`config.mk`:
```
export PLATFORM = sky130hd
export DESIGN_NAME = multi_port_gate_strobe_pulser_unit
export DESIGN_NICKNAME = d
export VERILOG_FILES = /design/src/rtl/core/mpgsp_pkg.sv /design/src/rtl/core/multi_port_gate_strobe_pulser_unit.sv
export SDC_FILE = /design/constraint.sdc
export NUM_CORES = 1
export LEC_CHECK = 0
export CAP_MARGIN = 40
export CORE_AREA = 5 5 117 119
export DETAILED_ROUTE_END_ITERATION = 8
export DIE_AREA = 0 0 122 124
export DONT_BUFFER_PORTS = 1
export PLACE_DENSITY = 0.56
export SYNTH_ARGS = -nofsm -noshare
export SYNTH_HDL_FRONTEND = slang
export SYNTH_SLANG_ARGS = --single-unit
```
`constraint.sdc`:
```
create_clock -name clk -period 3.17 [get_ports clk]
set_input_delay 0.634 -clock clk [delete_from_list [all_inputs] [get_ports clk]]
set_output_delay 0.634 -clock clk [all_outputs]
set_load 0.03 [all_outputs]
```
`src/rtl/core/mpgsp_pkg.sv`:
```
// Shared definitions for the multi-port gate and strobe pulser.
// Holds request codes, field widths and the strobe width table; no dependencies.
package mpgsp_pkg;

    // Widths of the item fields and internal state.
    localparam int REQ_W     = 2;
    localparam int PORT_W    = 3;
    localparam int WIDX_W    = 3;
    localparam int CNT_W     = 5;
    localparam int OUT_W     = 8;
    localparam int LINES_MAX = 8;

    // Default number of output lines.
    localparam int NUM_LINES_DEFAULT = 8;

    // Number of legal strobe width selections.
    localparam logic [WIDX_W-1:0] WIDX_COUNT = WIDX_W'(5);

    // Request codes carried in req_type.
    typedef enum logic [REQ_W-1:0] {
        REQ_TICK   = 2'd0,
        REQ_GATE   = 2'd1,
        REQ_STROBE = 2'd2,
        REQ_NONE   = 2'd3
    } req_t;

    // Strobe length in ticks for a width selection: five ticks per step.
    function automatic logic [CNT_W-1:0] width_ticks(input logic [WIDX_W-1:0] idx);
        logic [CNT_W-1:0] ticks;
        case (idx)
            3'd0:    ticks = 5'd5;
            3'd1:    ticks = 5'd10;
            3'd2:    ticks = 5'd15;
            3'd3:    ticks = 5'd20;
            3'd4:    ticks = 5'd25;
            default: ticks = 5'd5;
        endcase
        return ticks;
    endfunction

endpackage

```
`src/rtl/core/multi_port_gate_strobe_pulser_unit.sv`:
```
// Top level of the multi-port gate and strobe pulser.
// Depends on mpgsp_pkg for request codes, widths and the strobe width table.

// The block drives a bank of NUM_LINES sync output lines. Each input beat is a
// tick, a gate write or a strobe start; every beat returns exactly one result
// beat carrying the latched line levels and the strobe marks as they stand
// after that beat. A gate beat sets or clears one line's pending level. A
// strobe beat raises the pending level, marks the line as strobing and loads
// its countdown with 5, 10, 15, 20 or 25 ticks, chosen by the width register.
// A tick beat copies the pending levels to the output latch, so the visible
// outputs trail the pending levels by one tick, and then counts down every
// strobing line; a count that reaches zero ends the strobe and drops the line.
// All lines update in parallel in the cycle the beat is accepted, so one beat
// is taken every clock cycle while in_stall is low; the result is registered.
// The result sits in an output register backed by one skid entry, so the input
// side keeps accepting while a result waits, and only stalls once both are
// full. Width register writes of 5 to 7 are ignored; gate or strobe beats
// aimed at a line at or above NUM_LINES, and beats with an unknown request
// code, change nothing and simply report the current state. Result bits for
// lines at or above NUM_LINES always read as zero.
module multi_port_gate_strobe_pulser_unit
    import mpgsp_pkg::*;
#(
    parameter int NUM_LINES = NUM_LINES_DEFAULT
)
(
    input  logic              clk,
    input  logic              rst_n,

    // Strobe width register write port.
    input  logic              cfg_wr_en,
    input  logic [WIDX_W-1:0] cfg_wr_data,

    // Input channel.
    input  logic              in_valid,
    output logic              in_stall,
    input  logic [REQ_W-1:0]  req_type,
    input  logic [PORT_W-1:0] port_index,
    input  logic              gate_level,

    // Result channel.
    output logic              out_valid,
    input  logic              out_stall,
    output logic [OUT_W-1:0]  line_outputs,
    output logic [OUT_W-1:0]  strobes_active
);

    // Line state.
    logic [NUM_LINES-1:0] pending_reg,  pending_next;
    logic [NUM_LINES-1:0] latched_reg,  latched_next;
    logic [NUM_LINES-1:0] marks_reg,    marks_next;
    logic [CNT_W-1:0]     count_reg  [NUM_LINES];
    logic [CNT_W-1:0]     count_next [NUM_LINES];
    logic [WIDX_W-1:0]    widx_reg,     widx_next;

    // Output register and skid entry.
    logic                 out_valid_reg,  out_valid_next;
    logic                 skid_valid_reg, skid_valid_next;
    logic [OUT_W-1:0]     out_lines_reg,  out_lines_next;
    logic [OUT_W-1:0]     out_marks_reg,  out_marks_next;
    logic [OUT_W-1:0]     skid_lines_reg, skid_lines_next;
    logic [OUT_W-1:0]     skid_marks_reg, skid_marks_next;

    logic                 in_accept;
    logic                 out_take;
    logic                 port_ok;
    logic [NUM_LINES-1:0] line_sel;
    logic [CNT_W-1:0]     load_ticks;
    logic [OUT_W-1:0]     res_lines;
    logic [OUT_W-1:0]     res_marks;
    req_t                 req;

    // The input side stalls only while the skid entry holds a result.
    assign in_stall  = skid_valid_reg;
    assign in_accept = in_valid && !in_stall;
    assign out_take  = out_valid_reg && !out_stall;

    assign out_valid      = out_valid_reg;
    assign line_outputs   = out_lines_reg;
    assign strobes_active = out_marks_reg;

    assign req        = req_t'(req_type);
    assign port_ok    = {1'b0, port_index} < (PORT_W + 1)'(NUM_LINES);
    assign load_ticks = width_ticks(widx_reg);

    // Out-of-range selections leave the width register as it was.
    always_comb
    begin
        widx_next = widx_reg;
        if (cfg_wr_en && (cfg_wr_data < WIDX_COUNT))
        begin
            widx_next = cfg_wr_data;
        end
    end

    // One-hot select of the addressed line.
    always_comb
    begin
        for (int i = 0; i < NUM_LINES; i++)
        begin
            line_sel[i] = port_ok && (port_index == PORT_W'(i));
        end
    end

    // Line update for the accepted beat; every line works in parallel.
    always_comb
    begin
        pending_next = pending_reg;
        latched_next = latched_reg;
        marks_next   = marks_reg;
        for (int i = 0; i < NUM_LINES; i++)
        begin
            count_next[i] = count_reg[i];
        end

        if (in_accept)
        begin
            case (req)
                REQ_TICK:
                begin
                    latched_next = pending_reg;
                    for (int i = 0; i < NUM_LINES; i++)
                    begin
                        if (marks_reg[i])
                        begin
                            // A count of zero or one finishes the strobe now.
                            if (count_reg[i] <= CNT_W'(1))
                            begin
                                count_next[i]   = '0;
                                marks_next[i]   = 1'b0;
                                pending_next[i] = 1'b0;
                            end
                            else
                            begin
                                count_next[i] = count_reg[i] - CNT_W'(1);
                            end
                        end
                    end
                end
                REQ_GATE:
                begin
                    for (int i = 0; i < NUM_LINES; i++)
                    begin
                        if (line_sel[i])
                        begin
                            pending_next[i] = gate_level;
                        end
                    end
                end
                REQ_STROBE:
                begin
                    for (int i = 0; i < NUM_LINES; i++)
                    begin
                        if (line_sel[i])
                        begin
                            pending_next[i] = 1'b1;
                            marks_next[i]   = 1'b1;
                            count_next[i]   = load_ticks;
                        end
                    end
                end
                default:
                begin
                    // Unknown request: state is left alone.
                end
            endcase
        end
    end

    // Result of the beat, widened to the output field with unused lines zero.
    always_comb
    begin
        res_lines                = '0;
        res_marks                = '0;
        res_lines[NUM_LINES-1:0] = latched_next;
        res_marks[NUM_LINES-1:0] = marks_next;
    end

    // Output register with one skid entry behind it.
    always_comb
    begin
        out_valid_next  = out_valid_reg;
        skid_valid_next = skid_valid_reg;
        out_lines_next  = out_lines_reg;
        out_marks_next  = out_marks_reg;
        skid_lines_next = skid_lines_reg;
        skid_marks_next = skid_marks_reg;

        if (skid_valid_reg)
        begin
            if (out_take)
            begin
                out_lines_next  = skid_lines_reg;
                out_marks_next  = skid_marks_reg;
                skid_valid_next = 1'b0;
            end
        end
        else if (in_accept)
        begin
            if (!out_valid_reg || out_take)
            begin
                out_lines_next = res_lines;
                out_marks_next = res_marks;
                out_valid_next = 1'b1;
            end
            else
            begin
                skid_lines_next = res_lines;
                skid_marks_next = res_marks;
                skid_valid_next = 1'b1;
            end
        end
        else if (out_take)
        begin
            out_valid_next = 1'b0;
        end
    end

    // Control and line state.
    always_ff @(posedge clk or negedge rst_n)
    begin
        if (!rst_n)
        begin
            pending_reg    <= '0;
            latched_reg    <= '0;
            marks_reg      <= '0;
            widx_reg       <= '0;
            out_valid_reg  <= 1'b0;
            skid_valid_reg <= 1'b0;
            for (int i = 0; i < NUM_LINES; i++)
            begin
                count_reg[i] <= '0;
            end
        end
        else
        begin
            pending_reg    <= pending_next;
            latched_reg    <= latched_next;
            marks_reg      <= marks_next;
            widx_reg       <= widx_next;
            out_valid_reg  <= out_valid_next;
            skid_valid_reg <= skid_valid_next;
            for (int i = 0; i < NUM_LINES; i++)
            begin
                count_reg[i] <= count_next[i];
            end
        end
    end

    // Result payload.
    always_ff @(posedge clk)
    begin
        out_lines_reg  <= out_lines_next;
        out_marks_reg  <= out_marks_next;
        skid_lines_reg <= skid_lines_next;
        skid_marks_reg <= skid_marks_next;
    end

endmodule

```
==> flow_summary.json <==
{
  "postSynthCellCount": 533,
  "crit_type": "reg -> reg",
  "final-max-slew-violation-count": 0,
  "grt_setup_unrepaired": "false",
  "cts.clk_slew.worst_paths_ns": 0.07,
  "h-tree-depth": 3,
  "place_ws_ns": 0.8031,
  "worstPathRequired_ns": 3.38,
  "dieArea_um2": 15130,
  "synth_compound_area_frac": 0.2328,
  "synth-async-reset-ratio": 0.6832,
  "maxCapViolations": 0,
  "utilization": 0.4761,
  "finalNetCount": 565,
  "crit_path_start_kind": "flip-flop",
  "postCtsResizedCells": 0,
  "hold_viol": 0,
  "insertion_delay_ns": 0.35,
  "antenna_left": 0,
  "cp_data_arrival_time_ns": 2.25,
  "rows": 41,
  "grt_pass1_vias": 4041,
  "powerDensity_nw_per_um2": 926.3,
  "routedWlPerCell_um": 18.91,
  "synth_mux_area_frac": 0.04939,
  "p_leak_uw": 0.002412,
  "io_pins": 32,
  "crit_start": "in_stall$_DFF_PN0_",
  "die_h_um": 124,
  "hold_path_class": "in -> async",
  "grt_overflow": 0,
  "antenna_found_initial": 0,
  "n_fill_cell": 1165,
  "gr-usage-met1": 0.2513,
  "start_util": 0.4389,
  "clock_path_buffers": 2,
  "period_minus_slack_ns": 2.038,
  "drt-vias-per-instance": 5.843,
  "largest_reg_flops": 40,
  "synth_adder_area_share": 0.04574,
  "synth_ff_type": "dfrtp_1",
  "die_w_um": 122,
  "vias": 4137,
  "finalSetupViolations": 0,
  "worstSetupEndpointType": "flip-flop",
  "groute.usage.overall": 0.1881,
  "fin_crit_sh": 0.6430,
  "place_area_um2": 5632,
  "wirelength_um": 13390,
  "ys_seq_elements": 101,
  "drt-initial-drc-count": 398,
  "ys_types": 51,
  "antennaDiodeCount": 0,
  "synth_nets": 567,
  "root_buffer": "clkbuf_16",
  "io_buffers": 0,
  "grt-busiest-layer": "met2",
  "fin_area_um2": 5934,
  "dp_hpwl_um": 9421,
  "seq_area_um2": 2688,
  "cts_sinks": 101,
  "final.setup.worst_slack_ns": 1.132,
  "rrSetupSlack_ns": 1.13,
  "synth_edf_count": 32,
  "reg2reg_depth": 5,
  "synthesis.area_um2": 5471,
  "drive_gt1_frac": 0.1157,
  "tns_ns": 0,
  "use_met3": 0.05132,
  "ir_drop_mv": 0.6973,
  "cp_max_fo": 30,
  "synth_top_family_by_area": "compound AO/OA/AOI/OAI gates",
  "drc": 0,
  "synth_area_per_cell_um2": 10.27,
  "dr.pass1.iters": 5,
  "synthXorXnorAreaFrac": 0.003201,
  "r2r-start": "in_stall$_DFF_PN0_",
  "worstMarginPinSlew_ns": 0.7924,
  "synth-simple-area-share": 0.1322,
  "use_met2": 0.2990,
  "synth.yosys.seq_area_share": 0.4912,
  "multiInputGateArea_um2": 2541,
  "grt_pass1_wl_um": 21920,
  "tritoncts": "done",
  "cts_buffers": 9,
  "reg2reg_to": "count_reg[12]$_DFFE_PN0P_",
  "relSlewSlack": 0.4717,
  "ys_warn_count": 0,
  "grt_max_degree": 70,
  "coreArea_um2": 12470,
  "fmax_ghz": 0.4906,
  "holdWs_ns": 0.1740,
  "clock_skew_ns": 0.007852,
  "status": "finished clean",
  "syn_to_final_growth_pct": 8.461,
  "routabilityCongestion": 0.8965
}
-- where the power goes --
part	switching, µW	internal, µW	leakage (µW)	total (µW)
clock network	497	543	0.000131	1040
logic	1140	721	0.00110	1860
registers	631	1960	0.00118	2600
-- per-layer routing --
layer | share of wire | up-vias | routed length [µm]
li1 | - | 1993 | -
met2 | 0.47 | 135 | 6274
met1 | 0.45 | 1996 | 5997
met5 | 0 | - | 0
met3 | 0.068 | 13 | 910
met4 | 0.015 | 0 | 202
-- Yosys cell counts (3+ instances only) --
cell type / number / area share
a21oi_1: 36 / 0.033
nand2b_1: 8 / 0.0091
buf_2: 10 / 0.0091
a31oi_1: 19 / 0.022
and2_1: 5 / 0.0057
a211oi_1: 9 / 0.012
o2bb2ai_1: 10 / 0.016
o21bai_1: 8 / 0.011
a41oi_1: 17 / 0.027
nor2b_1: 6 / 0.0069
o31ai_1: 11 / 0.015
o21ai_0: 27 / 0.025
o2111a_1: 3 / 0.0062
inv_1: 31 / 0.021
o22ai_1: 6 / 0.0069
clkbuf_1: 6 / 0.0041
o221ai_1: 8 / 0.013
o211ai_1: 12 / 0.016
buf_6: 3 / 0.0062
nor3b_1: 3 / 0.0041
nand2_1: 50 / 0.034
mux2_2: 24 / 0.049
o21ai_1: 3 / 0.0027
dfrtp_1: 69 / 0.32
edfxtp_1: 32 / 0.18
ha_1: 20 / 0.046
nor2_1: 46 / 0.032
nor3_1: 17 / 0.016
a2111o_1: 4 / 0.0082
-- cell type report --
| type | instances | share of cell area |
|---|---|---|
| flip-flops and latches | 101 | 0.4529 |
| repair buffers | 10 | 0.01602 |
| clock buffers | 11 | 0.03922 |
| multi-input cells | 377 | 0.4282 |
| inverters | 32 | 0.02024 |
| well taps | 172 | 0.03626 |
| clock inverters | 5 | 0.007168 |
-- what timing repair did --
| item | 4_1_cts | 5_1_grt |
|---|---|---|
| hold buffers | 1 | 0 |
| hold endpoints to repair | 69 | 0 |
| setup buffers | 0 | 0 |
-- worst max-delay path, stage by stage, from the launching register on --
cell and delay, ns:
dfrtp_1 0.37, buf_4 0.27, nand2b_1 0.35, a2111o_1 0.59, a21oi_1 0.19, o22ai_1 0.11
-- kinds of logic after synthesis --
kind of cell | after synthesis
AO/OA/AOI/OAI | 182
AND/OR/NAND/NOR | 149
flip-flops | 101
buffers and inverters | 55
multiplexers | 24
adder cells (fa/ha/maj) | 20
XOR/XNOR | 2
-- worst max path at each step --
| stage | cells past startpoint | slack (ns) | end |
|---|---|---|---|
| floorplan | 5 | 0.66 | line_outputs[0]$_DFFE_PP_ |
| global placement | 5 | 0.81 | line_outputs[3]$_DFFE_PP_ |
| detailed placement | 5 | 0.80 | line_outputs[1]$_DFFE_PP_ |
| CTS | 5 | 1.12 | line_outputs[4]$_DFFE_PP_ |
| global route | 5 | 1.0 | count_reg[14]$_DFFE_PN0P_ |
| finish | 5 | 1.13 | count_reg[12]$_DFFE_PN0P_ |
-- through the flow --
stage	total power, µW	cells
2_1_floorplan	3919	533
3_3_place_gp	4430	691
3_5_place_dp	4456	691
4_1_cts	5544	708
5_1_grt	5935	708
6_report	5497	708
-- cells in the final DEF, fill, tap and decap left out, types with 3 or more instances in the layout --
master / count
nor2_1: 46
o221ai_1: 8
nor2b_1: 6
edfxtp_1: 32
o31ai_1: 11
a21oi_1: 35
buf_4: 9
o211ai_1: 12
ha_1: 19
o21ai_1: 3
nand2b_1: 8
mux2_2: 24
a31oi_1: 19
o21bai_1: 8
a2111o_1: 4
o2bb2ai_1: 10
a211oi_1: 9
nor3_1: 17
dfrtp_1: 69
o21ai_0: 27
nor3b_1: 3
inv_6: 3
clkbuf_16: 9
nand2_1: 50
a41oi_1: 17
o22ai_1: 6
o2111a_1: 3
inv_1: 31
and2_1: 5
Power figures use the tool's default switching activity.
